==> config.mk <==
export PLATFORM = sky130hd
export DESIGN_NAME = grid_astar_path_finder
export DESIGN_NICKNAME = d
export VERILOG_FILES = /design/src/rtl/gap_pkg.sv /design/src/rtl/gap_ram.sv /design/src/rtl/grid_astar_path_finder.sv
export SDC_FILE = /design/constraint.sdc
export NUM_CORES = 2
export LEC_CHECK = 0
export BUFFER_PORTS_ARGS = -buffer_cell sky130_fd_sc_hd__buf_4
export CORE_MARGIN = 4
export CORE_UTILIZATION = 40
export DETAILED_ROUTE_END_ITERATION = 8
export GPL_ROUTABILITY_DRIVEN = 0
export MAX_ROUTING_LAYER = met4
export PLACE_DENSITY_LB_ADDON = 0.3
export SLEW_MARGIN = 20
export SYNTH_ARGS = -nofsm -noshare
export SYNTH_HDL_FRONTEND = slang
export SYNTH_HIERARCHICAL = 1
export SYNTH_SLANG_ARGS = --single-unit
==> constraint.sdc <==
create_clock -name clk_i -period 11.9 [get_ports clk_i]
set_clock_uncertainty 0.1 [all_clocks]
set_input_delay 2.38 -clock clk_i [delete_from_list [all_inputs] [get_ports clk_i]]
set_output_delay 2.38 -clock clk_i [all_outputs]
set_load 0.05 [all_outputs]
==> src/rtl/gap_pkg.sv <==
// ----------------------------------------------------------------------------
// gap_pkg: shared types and constants of the grid A* path finder
// Step costs, the unreached mark and the Euclidean distance table.
// ----------------------------------------------------------------------------
package gap_pkg;

  localparam int unsigned CostW = 17;
  localparam logic [CostW-1:0] Unreached = 17'h1FFFF;
  localparam logic [CostW-1:0] CostStraight = 17'd1000;
  localparam logic [CostW-1:0] CostDiag = 17'd1414;

  localparam logic KindWrite = 1'b0;
  localparam logic KindFind = 1'b1;

  typedef logic [13:0] dist_t;

  function automatic dist_t dist_milli(input logic [2:0] dx, input logic [2:0] dy);
    logic [5:0] idx;
    dist_t      r;
    idx = {dx, dy};
    unique case (idx)
      6'd0: r = 14'd0;     6'd1: r = 14'd1000;  6'd2: r = 14'd2000;  6'd3: r = 14'd3000;
      6'd4: r = 14'd4000;  6'd5: r = 14'd5000;  6'd6: r = 14'd6000;  6'd7: r = 14'd7000;
      6'd8: r = 14'd1000;  6'd9: r = 14'd1414;  6'd10: r = 14'd2236; 6'd11: r = 14'd3162;
      6'd12: r = 14'd4123; 6'd13: r = 14'd5099; 6'd14: r = 14'd6083; 6'd15: r = 14'd7071;
      6'd16: r = 14'd2000; 6'd17: r = 14'd2236; 6'd18: r = 14'd2828; 6'd19: r = 14'd3606;
      6'd20: r = 14'd4472; 6'd21: r = 14'd5385; 6'd22: r = 14'd6325; 6'd23: r = 14'd7280;
      6'd24: r = 14'd3000; 6'd25: r = 14'd3162; 6'd26: r = 14'd3606; 6'd27: r = 14'd4243;
      6'd28: r = 14'd5000; 6'd29: r = 14'd5831; 6'd30: r = 14'd6708; 6'd31: r = 14'd7616;
      6'd32: r = 14'd4000; 6'd33: r = 14'd4123; 6'd34: r = 14'd4472; 6'd35: r = 14'd5000;
      6'd36: r = 14'd5657; 6'd37: r = 14'd6403; 6'd38: r = 14'd7211; 6'd39: r = 14'd8062;
      6'd40: r = 14'd5000; 6'd41: r = 14'd5099; 6'd42: r = 14'd5385; 6'd43: r = 14'd5831;
      6'd44: r = 14'd6403; 6'd45: r = 14'd7071; 6'd46: r = 14'd7810; 6'd47: r = 14'd8602;
      6'd48: r = 14'd6000; 6'd49: r = 14'd6083; 6'd50: r = 14'd6325; 6'd51: r = 14'd6708;
      6'd52: r = 14'd7211; 6'd53: r = 14'd7810; 6'd54: r = 14'd8485; 6'd55: r = 14'd9220;
      6'd56: r = 14'd7000; 6'd57: r = 14'd7071; 6'd58: r = 14'd7280; 6'd59: r = 14'd7616;
      6'd60: r = 14'd8062; 6'd61: r = 14'd8602; 6'd62: r = 14'd9220; 6'd63: r = 14'd9899;
      default: r = 14'd0;
    endcase
    return r;
  endfunction

endpackage

==> src/rtl/gap_ram.sv <==
// ----------------------------------------------------------------------------
// gap_ram: generic simple dual-port RAM
// One write and one read per cycle, registered read data.
// ----------------------------------------------------------------------------
module gap_ram #(
  parameter int unsigned Width = 8,
  parameter int unsigned Depth = 64
) (
  input  logic                     clk_i,
  input  logic                     we_i,
  input  logic [$clog2(Depth)-1:0] waddr_i,
  input  logic [Width-1:0]         wdata_i,
  input  logic [$clog2(Depth)-1:0] raddr_i,
  output logic [Width-1:0]         rdata_o
);

  logic [Width-1:0] mem_q [Depth];

  always_ff @(posedge clk_i) begin
    if (we_i) begin
      mem_q[waddr_i] <= wdata_i;
    end
    rdata_o <= mem_q[raddr_i];
  end

endmodule

==> src/rtl/grid_astar_path_finder.sv <==
// ----------------------------------------------------------------------------
// grid_astar_path_finder: 8-connected A* search over a small square grid
// Keeps the obstacle map and searches paths from start to goal.
// ----------------------------------------------------------------------------
// A write item updates the obstacle RAM. A find item runs a sequencer over three
// RAMs: a node RAM holding {open, g, parent} per cell, the obstacle RAM and a
// path RAM. Setup sweeps all cells (one per cycle), each pop scans all cells
// and then closes the cell and expands each neighbor inside the grid. The path
// walk stores the cells from goal back to start in the path RAM, and each result
// item is read back from it in start-to-goal order. A start equal to the goal
// gives its result in the cycle after the item is taken. Results wait in an
// output register; the next item is taken once the last result has left.
// After reset the obstacle RAM is cleared before any item.
module grid_astar_path_finder
  import gap_pkg::*;
#(
  parameter int unsigned GRID_SIDE = 8
) (
  input  logic       clk_i,
  input  logic       rst_ni,
  input  logic       in_valid_i,
  output logic       in_stall_o,
  input  logic       kind_i,
  input  logic [2:0] cell_x_i,
  input  logic [2:0] cell_y_i,
  input  logic       blocked_i,
  input  logic [2:0] goal_x_i,
  input  logic [2:0] goal_y_i,
  output logic       out_valid_o,
  input  logic       out_stall_i,
  output logic       found_o,
  output logic [2:0] step_x_o,
  output logic [2:0] step_y_o,
  output logic       last_o
);

  localparam int unsigned Cells = GRID_SIDE * GRID_SIDE;
  localparam int unsigned AW = (Cells > 1) ? $clog2(Cells) : 1;
  localparam int unsigned CW = (GRID_SIDE > 1) ? $clog2(GRID_SIDE) : 1;
  localparam int unsigned NodeW = 1 + CostW + AW;
  localparam logic [AW:0] CellsL = AW'(Cells-1) + (AW+1)'(1);
  localparam logic [CW-1:0] SideMax = CW'(GRID_SIDE - 1);
  localparam logic signed [CW+1:0] Step1 = (CW+2)'(1);

  localparam logic [3:0] S_CLR   = 4'd0;
  localparam logic [3:0] S_IDLE  = 4'd1;
  localparam logic [3:0] S_INIT  = 4'd2;
  localparam logic [3:0] S_SCAN  = 4'd3;
  localparam logic [3:0] S_POP   = 4'd4;
  localparam logic [3:0] S_NRD   = 4'd5;
  localparam logic [3:0] S_NUPD  = 4'd6;
  localparam logic [3:0] S_GOAL  = 4'd7;
  localparam logic [3:0] S_WALK  = 4'd8;
  localparam logic [3:0] S_WSTO  = 4'd9;
  localparam logic [3:0] S_ERD   = 4'd10;
  localparam logic [3:0] S_EMIT  = 4'd11;
  localparam logic [3:0] S_OUT   = 4'd12;

  logic [3:0] state_q, state_d, ret_q, ret_d;
  logic [AW:0] cnt_q, cnt_d;
  logic [CW-1:0] gx_q, gx_d, gy_q, gy_d;
  logic [AW-1:0] s_q, s_d, g_q, g_d, cur_q, cur_d, at_q, at_d;
  logic [CostW-1:0] curg_q, curg_d;
  logic have_q, have_d;
  logic [CostW:0] bestf_q, bestf_d;
  logic [AW-1:0] besti_q, besti_d;
  logic [3:0] dir_q, dir_d;
  logic [AW-1:0] nb_q, nb_d;
  logic diag_q, diag_d;
  logic [AW:0] n_q, n_d;
  logic ov_q, ov_d, of_q, of_d, ol_q, ol_d;
  logic [2:0] ox_q, ox_d, oy_q, oy_d;

  logic nd_we, ob_we, ps_we;
  logic [AW-1:0] nd_wa, nd_ra, ob_wa, ob_ra, ps_wa, ps_ra;
  logic [NodeW-1:0] nd_wd, nd_rd;
  logic ob_wd, ob_rd;
  logic [AW-1:0] ps_wd, ps_rd;

  gap_ram #(.Width(NodeW), .Depth(Cells)) u_node (
    .clk_i, .we_i(nd_we), .waddr_i(nd_wa), .wdata_i(nd_wd), .raddr_i(nd_ra), .rdata_o(nd_rd));
  gap_ram #(.Width(1), .Depth(Cells)) u_obst (
    .clk_i, .we_i(ob_we), .waddr_i(ob_wa), .wdata_i(ob_wd), .raddr_i(ob_ra), .rdata_o(ob_rd));
  gap_ram #(.Width(AW), .Depth(Cells)) u_path (
    .clk_i, .we_i(ps_we), .waddr_i(ps_wa), .wdata_i(ps_wd), .raddr_i(ps_ra), .rdata_o(ps_rd));

  logic nd_open;
  logic [CostW-1:0] nd_g;
  logic [AW-1:0] nd_par;
  assign nd_open = nd_rd[NodeW-1];
  assign nd_g = nd_rd[AW +: CostW];
  assign nd_par = nd_rd[AW-1:0];

  function automatic logic [CW-1:0] cx(input logic [AW-1:0] i);
    return CW'(i % GRID_SIDE);
  endfunction
  function automatic logic [CW-1:0] cy(input logic [AW-1:0] i);
    return CW'(i / GRID_SIDE);
  endfunction
  function automatic logic [AW-1:0] idx(input logic [CW-1:0] x, input logic [CW-1:0] y);
    return AW'(y * GRID_SIDE + x);
  endfunction

  // f value (g plus heuristic) for the cell addressed in the previous cycle (cnt_q - 1)
  logic [AW-1:0] scan_i;
  logic [CW-1:0] sxx, syy, hdx, hdy;
  logic [CostW:0] fval;
  always_comb begin
    scan_i = AW'(cnt_q - (AW+1)'(1));
    sxx = cx(scan_i);
    syy = cy(scan_i);
    hdx = (sxx > gx_q) ? sxx - gx_q : gx_q - sxx;
    hdy = (syy > gy_q) ? syy - gy_q : gy_q - syy;
    fval = (CostW+1)'(nd_g) + (CostW+1)'(dist_milli(3'(hdx), 3'(hdy)));
  end

  // neighbor of cur in direction dir
  logic signed [CW+1:0] nx, ny;
  logic nvalid;
  always_comb begin
    nx = $signed({2'b00, cx(cur_q)});
    ny = $signed({2'b00, cy(cur_q)});
    unique case (dir_q[2:0])
      3'd0: ny = ny - Step1;
      3'd1: begin nx = nx + Step1; ny = ny - Step1; end
      3'd2: nx = nx + Step1;
      3'd3: begin nx = nx + Step1; ny = ny + Step1; end
      3'd4: ny = ny + Step1;
      3'd5: begin nx = nx - Step1; ny = ny + Step1; end
      3'd6: nx = nx - Step1;
      default: begin nx = nx - Step1; ny = ny - Step1; end
    endcase
    nvalid = (nx >= 0) && (ny >= 0) && (nx <= $signed({2'b00, SideMax}))
             && (ny <= $signed({2'b00, SideMax}));
  end

  logic [CostW:0] tent;
  assign tent = (CostW+1)'(curg_q) + (CostW+1)'(diag_q ? CostDiag : CostStraight);

  logic in_ok;
  assign in_stall_o = (state_q != S_IDLE) || ov_q;
  assign in_ok = in_valid_i && !in_stall_o;

  always_comb begin
    state_d = state_q; ret_d = ret_q; cnt_d = cnt_q;
    gx_d = gx_q; gy_d = gy_q; s_d = s_q; g_d = g_q; cur_d = cur_q; at_d = at_q;
    curg_d = curg_q; have_d = have_q; bestf_d = bestf_q; besti_d = besti_q;
    dir_d = dir_q; nb_d = nb_q; diag_d = diag_q; n_d = n_q;
    ov_d = ov_q; of_d = of_q; ol_d = ol_q; ox_d = ox_q; oy_d = oy_q;
    nd_we = 1'b0; nd_wa = '0; nd_wd = '0; nd_ra = '0;
    ob_we = 1'b0; ob_wa = '0; ob_wd = 1'b0; ob_ra = '0;
    ps_we = 1'b0; ps_wa = '0; ps_wd = '0; ps_ra = '0;
    if (ov_q && !out_stall_i) ov_d = 1'b0;
    unique case (state_q)
      S_CLR: begin
        ob_we = 1'b1; ob_wa = AW'(cnt_q);
        cnt_d = cnt_q + 1'b1;
        if (cnt_q == CellsL - 1'b1) state_d = S_IDLE;
      end
      S_IDLE: begin
        if (in_ok) begin
          if (kind_i == KindWrite) begin
            if (cell_x_i <= 3'(SideMax) && cell_y_i <= 3'(SideMax)) begin
              ob_we = 1'b1; ob_wa = idx(CW'(cell_x_i), CW'(cell_y_i)); ob_wd = blocked_i;
            end
          end else if (cell_x_i > 3'(SideMax) || cell_y_i > 3'(SideMax)
                       || goal_x_i > 3'(SideMax) || goal_y_i > 3'(SideMax)) begin
            ov_d = 1'b1; of_d = 1'b0; ol_d = 1'b1; ox_d = '0; oy_d = '0;
          end else if (cell_x_i == goal_x_i && cell_y_i == goal_y_i) begin
            ov_d = 1'b1; of_d = 1'b1; ol_d = 1'b1; ox_d = cell_x_i; oy_d = cell_y_i;
          end else begin
            gx_d = CW'(goal_x_i); gy_d = CW'(goal_y_i);
            s_d = idx(CW'(cell_x_i), CW'(cell_y_i));
            g_d = idx(CW'(goal_x_i), CW'(goal_y_i));
            cnt_d = '0;
            state_d = S_INIT;
          end
        end
      end
      S_INIT: begin
        nd_we = 1'b1; nd_wa = AW'(cnt_q);
        nd_wd = (AW'(cnt_q) == s_q) ? {1'b1, {CostW{1'b0}}, {AW{1'b0}}}
                                    : {1'b0, Unreached, {AW{1'b0}}};
        cnt_d = cnt_q + 1'b1;
        if (cnt_q == CellsL - 1'b1) begin
          cnt_d = '0; have_d = 1'b0; state_d = S_SCAN;
        end
      end
      S_SCAN: begin
        // address cnt, evaluate data of cnt-1
        nd_ra = AW'(cnt_q);
        if (cnt_q != '0 && nd_open && (!have_q || fval < bestf_q)) begin
          have_d = 1'b1; bestf_d = fval; besti_d = scan_i;
        end
        cnt_d = cnt_q + 1'b1;
        if (cnt_q == CellsL) state_d = S_POP;
      end
      S_POP: begin
        if (!have_q) begin
          state_d = S_GOAL;
        end else begin
          cur_d = besti_q;
          nd_ra = besti_q;
          state_d = (besti_q == g_q) ? S_GOAL : S_NRD;
          ret_d = S_POP;
          dir_d = 4'd15;
        end
      end
      S_NRD: begin
        if (dir_q == 4'd15) begin
          // node of cur readable now: close it
          curg_d = nd_g;
          nd_we = 1'b1; nd_wa = cur_q; nd_wd = {1'b0, nd_g, nd_par};
          dir_d = 4'd0;
        end else if (dir_q[3]) begin
          cnt_d = '0; have_d = 1'b0; state_d = S_SCAN;
        end else if (!nvalid) begin
          dir_d = dir_q + 1'b1;
        end else begin
          nb_d = idx(CW'(nx), CW'(ny));
          diag_d = dir_q[0];
          nd_ra = idx(CW'(nx), CW'(ny));
          ob_ra = idx(CW'(nx), CW'(ny));
          state_d = S_NUPD;
        end
        if (dir_q == 4'd15) begin
          // goal check was already done in POP; after closing, move on
          state_d = S_NRD;
        end
      end
      S_NUPD: begin
        if (!ob_rd && tent < (CostW+1)'(Unreached) && tent < (CostW+1)'(nd_g)) begin
          nd_we = 1'b1; nd_wa = nb_q; nd_wd = {1'b1, CostW'(tent), cur_q};
        end
        dir_d = dir_q + 1'b1;
        state_d = S_NRD;
      end
      S_GOAL: begin
        // goal popped or no open cell left: read goal to test reachability
        nd_ra = g_q;
        state_d = S_WALK;
        n_d = '0; at_d = g_q;
      end
      S_WALK: begin
        // nd_rd holds node of at
        if (n_q == '0 && nd_g == Unreached) begin
          ov_d = 1'b1; of_d = 1'b0; ol_d = 1'b1; ox_d = '0; oy_d = '0;
          state_d = S_OUT; ret_d = S_IDLE;
        end else if (at_q == s_q) begin
          ps_we = 1'b1; ps_wa = AW'(n_q); ps_wd = s_q;
          n_d = n_q + 1'b1;
          state_d = S_ERD;
        end else if (n_q >= (AW+1)'(Cells - 1)) begin
          ov_d = 1'b1; of_d = 1'b0; ol_d = 1'b1; ox_d = '0; oy_d = '0;
          state_d = S_OUT; ret_d = S_IDLE;
        end else begin
          ps_we = 1'b1; ps_wa = AW'(n_q); ps_wd = at_q;
          n_d = n_q + 1'b1;
          at_d = nd_par;
          state_d = S_WSTO;
        end
      end
      S_WSTO: begin
        nd_ra = at_q;
        state_d = S_WALK;
      end
      S_ERD: begin
        if (!ov_q || !out_stall_i) begin
          ps_ra = AW'(n_q - 1'b1);
          state_d = S_EMIT;
        end
      end
      S_EMIT: begin
        ov_d = 1'b1; of_d = 1'b1;
        ox_d = 3'(cx(ps_rd)); oy_d = 3'(cy(ps_rd));
        ol_d = (n_q == (AW+1)'(1));
        n_d = n_q - 1'b1;
        if (n_q == (AW+1)'(1)) begin
          state_d = S_OUT; ret_d = S_IDLE;
        end else begin
          state_d = S_ERD;
        end
      end
      S_OUT: begin
        if (!ov_q || !out_stall_i) state_d = S_IDLE;
      end
      default: state_d = S_IDLE;
    endcase
  end

  always_ff @(posedge clk_i or negedge rst_ni) begin
    if (!rst_ni) begin
      state_q <= S_CLR; ret_q <= S_IDLE; cnt_q <= '0; ov_q <= 1'b0; have_q <= 1'b0;
    end else begin
      state_q <= state_d; ret_q <= ret_d; cnt_q <= cnt_d; ov_q <= ov_d; have_q <= have_d;
    end
  end

  always_ff @(posedge clk_i) begin
    gx_q <= gx_d; gy_q <= gy_d; s_q <= s_d; g_q <= g_d; cur_q <= cur_d; at_q <= at_d;
    curg_q <= curg_d; bestf_q <= bestf_d; besti_q <= besti_d; dir_q <= dir_d;
    nb_q <= nb_d; diag_q <= diag_d; n_q <= n_d;
    of_q <= of_d; ol_q <= ol_d; ox_q <= ox_d; oy_q <= oy_d;
  end

  assign out_valid_o = ov_q;
  assign found_o = of_q;
  assign step_x_o = ox_q;
  assign step_y_o = oy_q;
  assign last_o = ol_q;

endmodule

Word level (Yosys, flattened, before mapping)
Memories as Yosys holds them, arrays and structs flattened. A register that Yosys moved wholly into a read port is not among the register bits.
Cells that the tools add are included.
{ "classes": {"shift": 0, "n_eq_ne": 52, "n_addsub": 18, "mul": 0, "n_lt_le_gt_ge": 16, "n_mux": 135, "reduce_logical": 52, "n_bitwise": 4, "div": 0} }
{ "ops": {"columns": ["operator", "n"], "rows": [
  ["6-bit 2-to-1 mux", 23],
  ["24-bit one-hot mux with 3 select lines", 1],
  ["7-bit 2-to-1 mux", 10],
  ["4-bit 2-to-1 mux", 16],
  ["3-bit 2-to-1 mux", 17],
  ["24-bit 2-to-1 mux", 2],
  ["4-bit one-hot mux with 12 select lines", 1],
  ["1-bit 2-to-1 mux", 44],
  ["2-bit != test (second input constant)", 16],
  ["6-bit one-hot mux with 5 select lines", 1],
  ["7-bit one-hot mux with 4 select lines", 1],
  ["4-bit == test (second input constant)", 6],
  ["6-bit one-hot mux with 2 select lines", 2],
  ["23-bit 2-to-1 mux", 1],
  ["7-bit one-hot mux with 3 select lines", 1],
  ["5-bit one-hot mux with 2 select lines", 2],
  ["17-bit by 11-bit adder with 18-bit output", 1],
  ["17-bit by 14-bit adder with 18-bit output", 1],
  ["6-bit by 3-bit adder with 6-bit output", 3],
  ["6-bit == test", 3],
  ["18-bit by 17-bit < comparator with 1-bit output", 1],
  ["18-bit by 17-bit < comparator with 1-bit output (second input constant)", 1],
  ["18-bit < comparator", 1],
  ["3-bit != test (second input constant)", 6],
  ["53 further kinds", 116]
]} }
{ "word_totals": {"n_memories": 4, "inputBits": 18, "regBits": 110, "romBits": 896, "wordCells": 303, "output_inout_bits": 10, "ramBits": 1984, "latch_bits": 0} }
{ "memory_table": {"columns": ["name", "words", "width", "read_ports", "rd_ports_with_merged_regs", "wr", "line_no", "text"], "rows": [
  ["u_node.mem_q", 64, 24, 1, 1, 1, "gap_ram.sv:17", "logic [Width-1:0] mem_q [Depth];"],
  ["(name not given)", 64, 14, 1, 0, 0, "gap_pkg.sv:21", "unique case (idx)"],
  ["u_path.mem_q", 64, 6, 1, 1, 1, "gap_ram.sv:17", null],
  ["u_obst.mem_q", 64, 1, 1, 1, 1, "gap_ram.sv:17", null]
]} }

Logic depth before layout (Yosys ltp)
{ "depth": {"word_depth": 11, "mapped_depth": 34, "mapped_depth_nobuf": 32} }

Modules after synthesis
The synthesis kept the hierarchy.
{ "by_module_without_submodules": {"columns": ["module", "seq_area_each_um2", "area_per_inst_um2", "cells_each", "instances"], "rows": [
  ["gap_ram at u_node", 46604.7, 59330.7, 2611, 1],
  ["gap_ram at u_path", 11651.2, 15225.9, 720, 1],
  ["grid_astar_path_finder", 3057.9, 10288.6, 1220, 1],
  ["gap_ram at u_obst", 1941.9, 2936.6, 205, 1]
]} }

Worst setup path before layout
Ideal clock, no wire load.
{ "synth_path": {"path_type": "register to register", "start": "register cnt_q[0]", "end": "register bestf_q[0] (enable)", "stages_incl_launch_ff": 32, "setup_time_ns": 0.413, "path_buffers": 2, "t_arrival_ns": 8.627, "slack_ns": 2.760, "t_required_ns": 11.387, "period_less_slack_ns": 9.140, "cell_sequence": "dfrtp_1 > clkbuf_1 > inv_1 > ha_1 > nor3b_1 > xor2_1 > ha_1 > and3_1 > a211oi_1 > mux2i_1 > ha_1 > clkbuf_1 > clkinv_1 > a311oi_1 > a221oi_1 > o41ai_1 > nand3_1 > ha_1 > nor2b_1 > o31ai_1 > a21oi_1 > o2111ai_1 > a31oi_1 > nor4_1 > a211o_1 > ha_1 > a2111oi_0 > o21ai_0 > nor3_1 > o311ai_0 > a31o_2 > a21oi_1"} }
{ "synth_between": {"elab_chain_cells": 9, "word_cells_on_any_way": 17, "cone_classes": "add/sub: 6; order compare: 3; mux: 2; reduce/logical: 5; memory: 1"} }
{ "synth_lines": {"columns": ["element", "line_no", "text"], "rows": [
  ["from (decl)", "grid_astar_path_finder.sv:60", "logic [AW:0] cnt_q, cnt_d;"],
  ["from (signal assigned)", "grid_astar_path_finder.sv:295", "state_q <= state_d; ret_q <= ret_d; cnt_q <= cnt_d; ov_q <= ov_d; have_q <= have_d;"],
  ["6-bit by 1-bit subtractor with 6-bit output *", "grid_astar_path_finder.sv:109", "scan_i = AW'(cnt_q - (AW+1)'(1));"],
  ["net scan_i[0]", "grid_astar_path_finder.sv:105", "logic [AW-1:0] scan_i;"],
  ["3-bit subtractor / 3-bit greater-than comparator (equally long branches)", "grid_astar_path_finder.sv:112", "hdx = (sxx > gx_q) ? sxx - gx_q : gx_q - sxx;"],
  ["3-bit 2-to-1 mux *", "grid_astar_path_finder.sv:112", null],
  ["memory read 64 x 14 bit *", null, null],
  ["17-bit by 14-bit adder with 18-bit output *", "grid_astar_path_finder.sv:114", "fval = (CostW+1)'(nd_g) + (CostW+1)'(dist_milli(3'(hdx), 3'(hdy)));"],
  ["net fval[16]", "grid_astar_path_finder.sv:107", "logic [CostW:0] fval;"],
  ["18-bit < comparator *", "grid_astar_path_finder.sv:192", "if (cnt_q != '0 && nd_open && (!have_q || fval < bestf_q)) begin"],
  ["1-bit logical OR *", "grid_astar_path_finder.sv:192", null],
  ["1-bit logical AND *", "grid_astar_path_finder.sv:192", null],
  ["2-bit AND reduction (no source line) *", null, null],
  ["to (signal assigned)", "grid_astar_path_finder.sv:301", "curg_q <= curg_d; bestf_q <= bestf_d; besti_q <= besti_d; dir_q <= dir_d;"],
  ["to (decl)", "grid_astar_path_finder.sv:65", "logic [CostW:0] bestf_q, bestf_d;"]
]} }
The timed path passes the listed nets; every way through them passes the cells marked *.
A chain may end at the register's enable or synchronous reset.

Final worst setup path
{ "layout_path": {"start": "register cnt_q[0]", "end": "register bestf_q[16] (enable)"} }
Same word-level chain as after synthesis.

==> impl_metrics.csv <==
group,metric,value,unit
cts,cts_hold_buf,0,
pwr,p_comb_share,37.3,%
synth,synth-seq-cells,2119,
worst_setup_path,cp-startpoint,"cnt_q[0]$_DFFE_PN0P_",
route,drcViolationCount,0,
layout,ff_latch_area,63300,µm²
cts,cts.clk_slew.worst_paths,0.06,ns
layout,fillCellCount,18400,
worst_setup_path,reg2regPathDepth,31,
timing,final.setup.worst_slack,2.11,ns
floorplan,num_rows,171,
worst_setup_path,crit_path_end_kind,"register",
worst_setup_path,r2r-start,"cnt_q[0]$_DFFE_PN0P_",
timing,post-route-period-util,82.3,%
layout,multi_input_area,23300,µm²
cts,clockBufferDepth,3,
worst_setup_path,cp.arrival,10.19,ns
route,num_vias,46400,
route,avgViaCountPerCell,5.86,
synth,syn_nets,4874,
cts,cts_resized,0,
worst_setup_path,critPathMaxStageDelay,0.55,ns
pwr,switching_share,35.8,%
placement,place.port_buffers,27,
timing,max_freq,102,MHz
synth,synth_edf_count,2075,
route,wl_per_cell,27.8,µm
floorplan,io_pins,28,
synth,synthCells,4756,
layout,syn2layout_area_growth,12.6,%
global_route,grt_pass1_vias,45800,
global_route,grt_antenna_before_repair,5,
pwr,clkPwrFrac,26.5,%
worst_setup_path,worst-setup-path-type,"reg -> reg",
route,firstDrtPassIters,9,
floorplan,die_h,476,µm
floorplan,core_area,218000,µm²
cts,clock-root-buffer,"clkbuf_16",
synth,synth-async-reset-ratio,0.613,%
floorplan,die_w,476,µm
run_status,status,"complete, no violations",
layout,drive_gt1_share,22.5,%
worst_setup_path,crit_end,"bestf_q[16]$_DFFE_PP_",
cts,cts_tree,"done",
pwr,pwr-share-seq,36.3,%
timing,fin_setup_tns,0,ns
synth,yosys.area.top_type_share,71.0,%
placement,dpl.hpwl,130,mm
floorplan,die-area,227000,µm²
worst_setup_path,r2r_end,"bestf_q[16]$_DFFE_PP_",
global_route,grt_pass1_wl,324,mm
global_route,overflow,0,
synth,ys_top_cells_by_area,"edfxtp_1 71%, mux4_2 12%, mux2i_1 1.6%",
synth,synth.distinct_cells,94,
timing,worst_pin_slew,1.13,ns
worst_setup_path,rrSetupSlack,2.11,ns
synth,synth.largest_area_cell,"edfxtp_1",
job,cap_violations,0,
cts,clk_latency,0.87,ns
synth,syn_area_per_cell,18.5,µm²
timing,layout_min_cycle_time,9.79,ns
pwr,cellInternalPower,16.3,mW
layout,nNetsFinal,4996,
worst_setup_path,path_max_fanout,18,
placement,place_ws,2.35,ns
cts,cts_num_sinks,2119,
worst_setup_path,cp-start-kind,"register",
global_route,grt_max_degree,117,
pwr,ir_worst_vdd,0.298,mV
synth,ys_warn_count,6,
synth,yosysSeqAreaShare,72.1,%
pwr,cellPowerDensity,256,nW/µm²
synth,synth_area,87800,µm²
route,postRouteAntennaNets,0,
pwr,p_switching,9.06,mW
cts,cts-buffers-inserted,211,
cts,cts_setup_buffers,0,
min_path,hp-class,"reg -> reg",
timing,max_slew_margin,24.5,%
global_route,grt_util_all_layers,19.7,%
timing,rsz0062_at_grt,"no",
worst_setup_path,slowest_stage,"ha_1",
timing,hold_viol,0,
route,drt_iter0_drc,5993,
pwr,cellLeakagePower,30.3,nW
worst_setup_path,crit_required,12.30,ns
synth,ys.flop_type,"edfxtp_1",
worst_setup_path,cp_common_cell,"ha_1",
timing,final_max_slew_viol_count,0,
route,drt_wl_total,220,mm
floorplan,start_util,40.3,%
timing,finalSetupViolations,0,
cts,htreeDepth,4,
## layout by cell type, fill, tap and decap left out, drive strengths merged, types with 15 or more instances in the layout
cell type,n
a211oi,30
a21o,16
a21oi,83
a221oi,63
a22oi,61
a31oi,29
and2,24
buf,172
bufinv,24
clkbuf,259
clkinv,103
dfxtp,31
edfxtp,2075
ha,94
inv,109
mux2,57
mux2i,137
mux4,465
nand2,163
nand2b,26
nand3,88
nand3b,17
nand4,26
nor2,302
nor2b,41
nor3,37
o2111ai,18
o211ai,15
o21a,19
o21ai,124
o22ai,61
or3,16
xnor2,33
xor2,26
## per-stage QoR
stage	util (%)	instances	hold slack (ns)	area, µm²	power, mW
3_3_place_gp	42.2	7519	0.438	91800	18.6
4_1_cts	45.4	7913	0.457	98800	25.4
5_1_grt	45.4	7913	0.468	98900	26.6
3_5_place_dp	42.2	7519	0.439	91800	18.7
6_report	45.4	7916	0.458	98900	25.3
2_1_floorplan	-	4756	0.306	87800	15.8
## cell usage after synthesis (36+ instances only)
cell / instances
nor2_1: 302
mux2_2: 57
inv_1: 103
buf_2: 66
ha_1: 94
a221oi_1: 63
nor2b_1: 41
mux4_2: 454
nor3_1: 36
edfxtp_1: 2075
a22oi_1: 60
o22ai_1: 61
clkbuf_1: 123
o21ai_0: 107
nand3_1: 87
a21oi_1: 83
nand2_1: 162
mux2i_1: 137
## how the worst min path moves through the flow
stage	startpoint	depth (start not counted)	end
after detailed placement	u_path/rdata_o[0]$_DFF_P_	1	step_x_o[0]$_DFFE_PP_
after CTS	u_path/rdata_o[0]$_DFF_P_	1	step_x_o[0]$_DFFE_PP_
after global routing	besti_q[4]$_DFFE_PP_	0	cur_q[4]$_DFFE_PP_
after global placement	cnt_q[6]$_DFFE_PN0P_	1	cnt_q[6]$_DFFE_PN0P_
after floorplan	u_node/rdata_o[20]$_DFF_P_	0	curg_q[14]$_DFFE_PP_
final	besti_q[4]$_DFFE_PP_	0	cur_q[4]$_DFFE_PP_
## layout make-up
type | instances | area share [%]
repair buffers | 172 | 1.36
multi-input cells | 2266 | 23.5
diodes | 3 | 0.00759
clock buffers | 259 | 5.57
well taps | 2854 | 3.61
clock inverters | 135 | 1.53
flip-flops and latches | 2119 | 64.0
inverters | 108 | 0.410
## power groups by stage
stage	clock [mW]	sequential [mW]	combinational [mW]
after floorplan	0	9.28	6.56
after global placement	0	9.34	9.24
after detailed placement	0	9.34	9.32
after CTS	6.82	9.18	9.37
after global routing	7.14	9.20	10.2
final	6.70	9.18	9.43
## worst max-delay path, delay by kind of cell, from the launching register on
family	cells	cell delay [ns]
buf+inv	4	1.22
compound gates	14	4.18
flops	1	0.49
xor+xnor	1	0.36
fa+ha+maj	5	1.78
mux	1	0.14
simple gates	6	1.15
## layer usage
layer | track usage [%] | part of all wire (%) | vias up
li1 | - | - | 19700
met1 | 27.2 | 42 | 24500
met2 | 30.7 | 48 | 1927
met3 | 3.14 | 7.6 | 304
met4 | 4.82 | 2.4 | 0
met5 | - | 0 | -
## sequential cells by signal, indices dropped and copies added, names as in the netlist, 4 cells and up
| name | cells |
|---|---|
| at_q | 6 |
| bestf_q | 18 |
| besti_q | 6 |
| cnt_q | 7 |
| cur_q | 6 |
| curg_q | 17 |
| dir_q | 4 |
| n_q | 7 |
| nb_q | 6 |
| s_q | 6 |
| state_q | 4 |
| u_node/mem_q | 1536 |
| u_node/rdata_o | 24 |
| u_obst/mem_q | 64 |
| u_path/mem_q | 384 |
| u_path/rdata_o | 6 |
## logic make-up after synthesis
kind of cell             share of synthesized area [%]
buffers and inverters                             2.09
flip-flops                                        72.1
AND/OR/NAND/NOR                                   4.44
adder cells (fa/ha/maj)                           1.48
XOR/XNOR                                         0.589
multiplexers                                      14.3
AO/OA/AOI/OAI                                     5.07
Note: power is estimated with default switching activity, not from simulation.
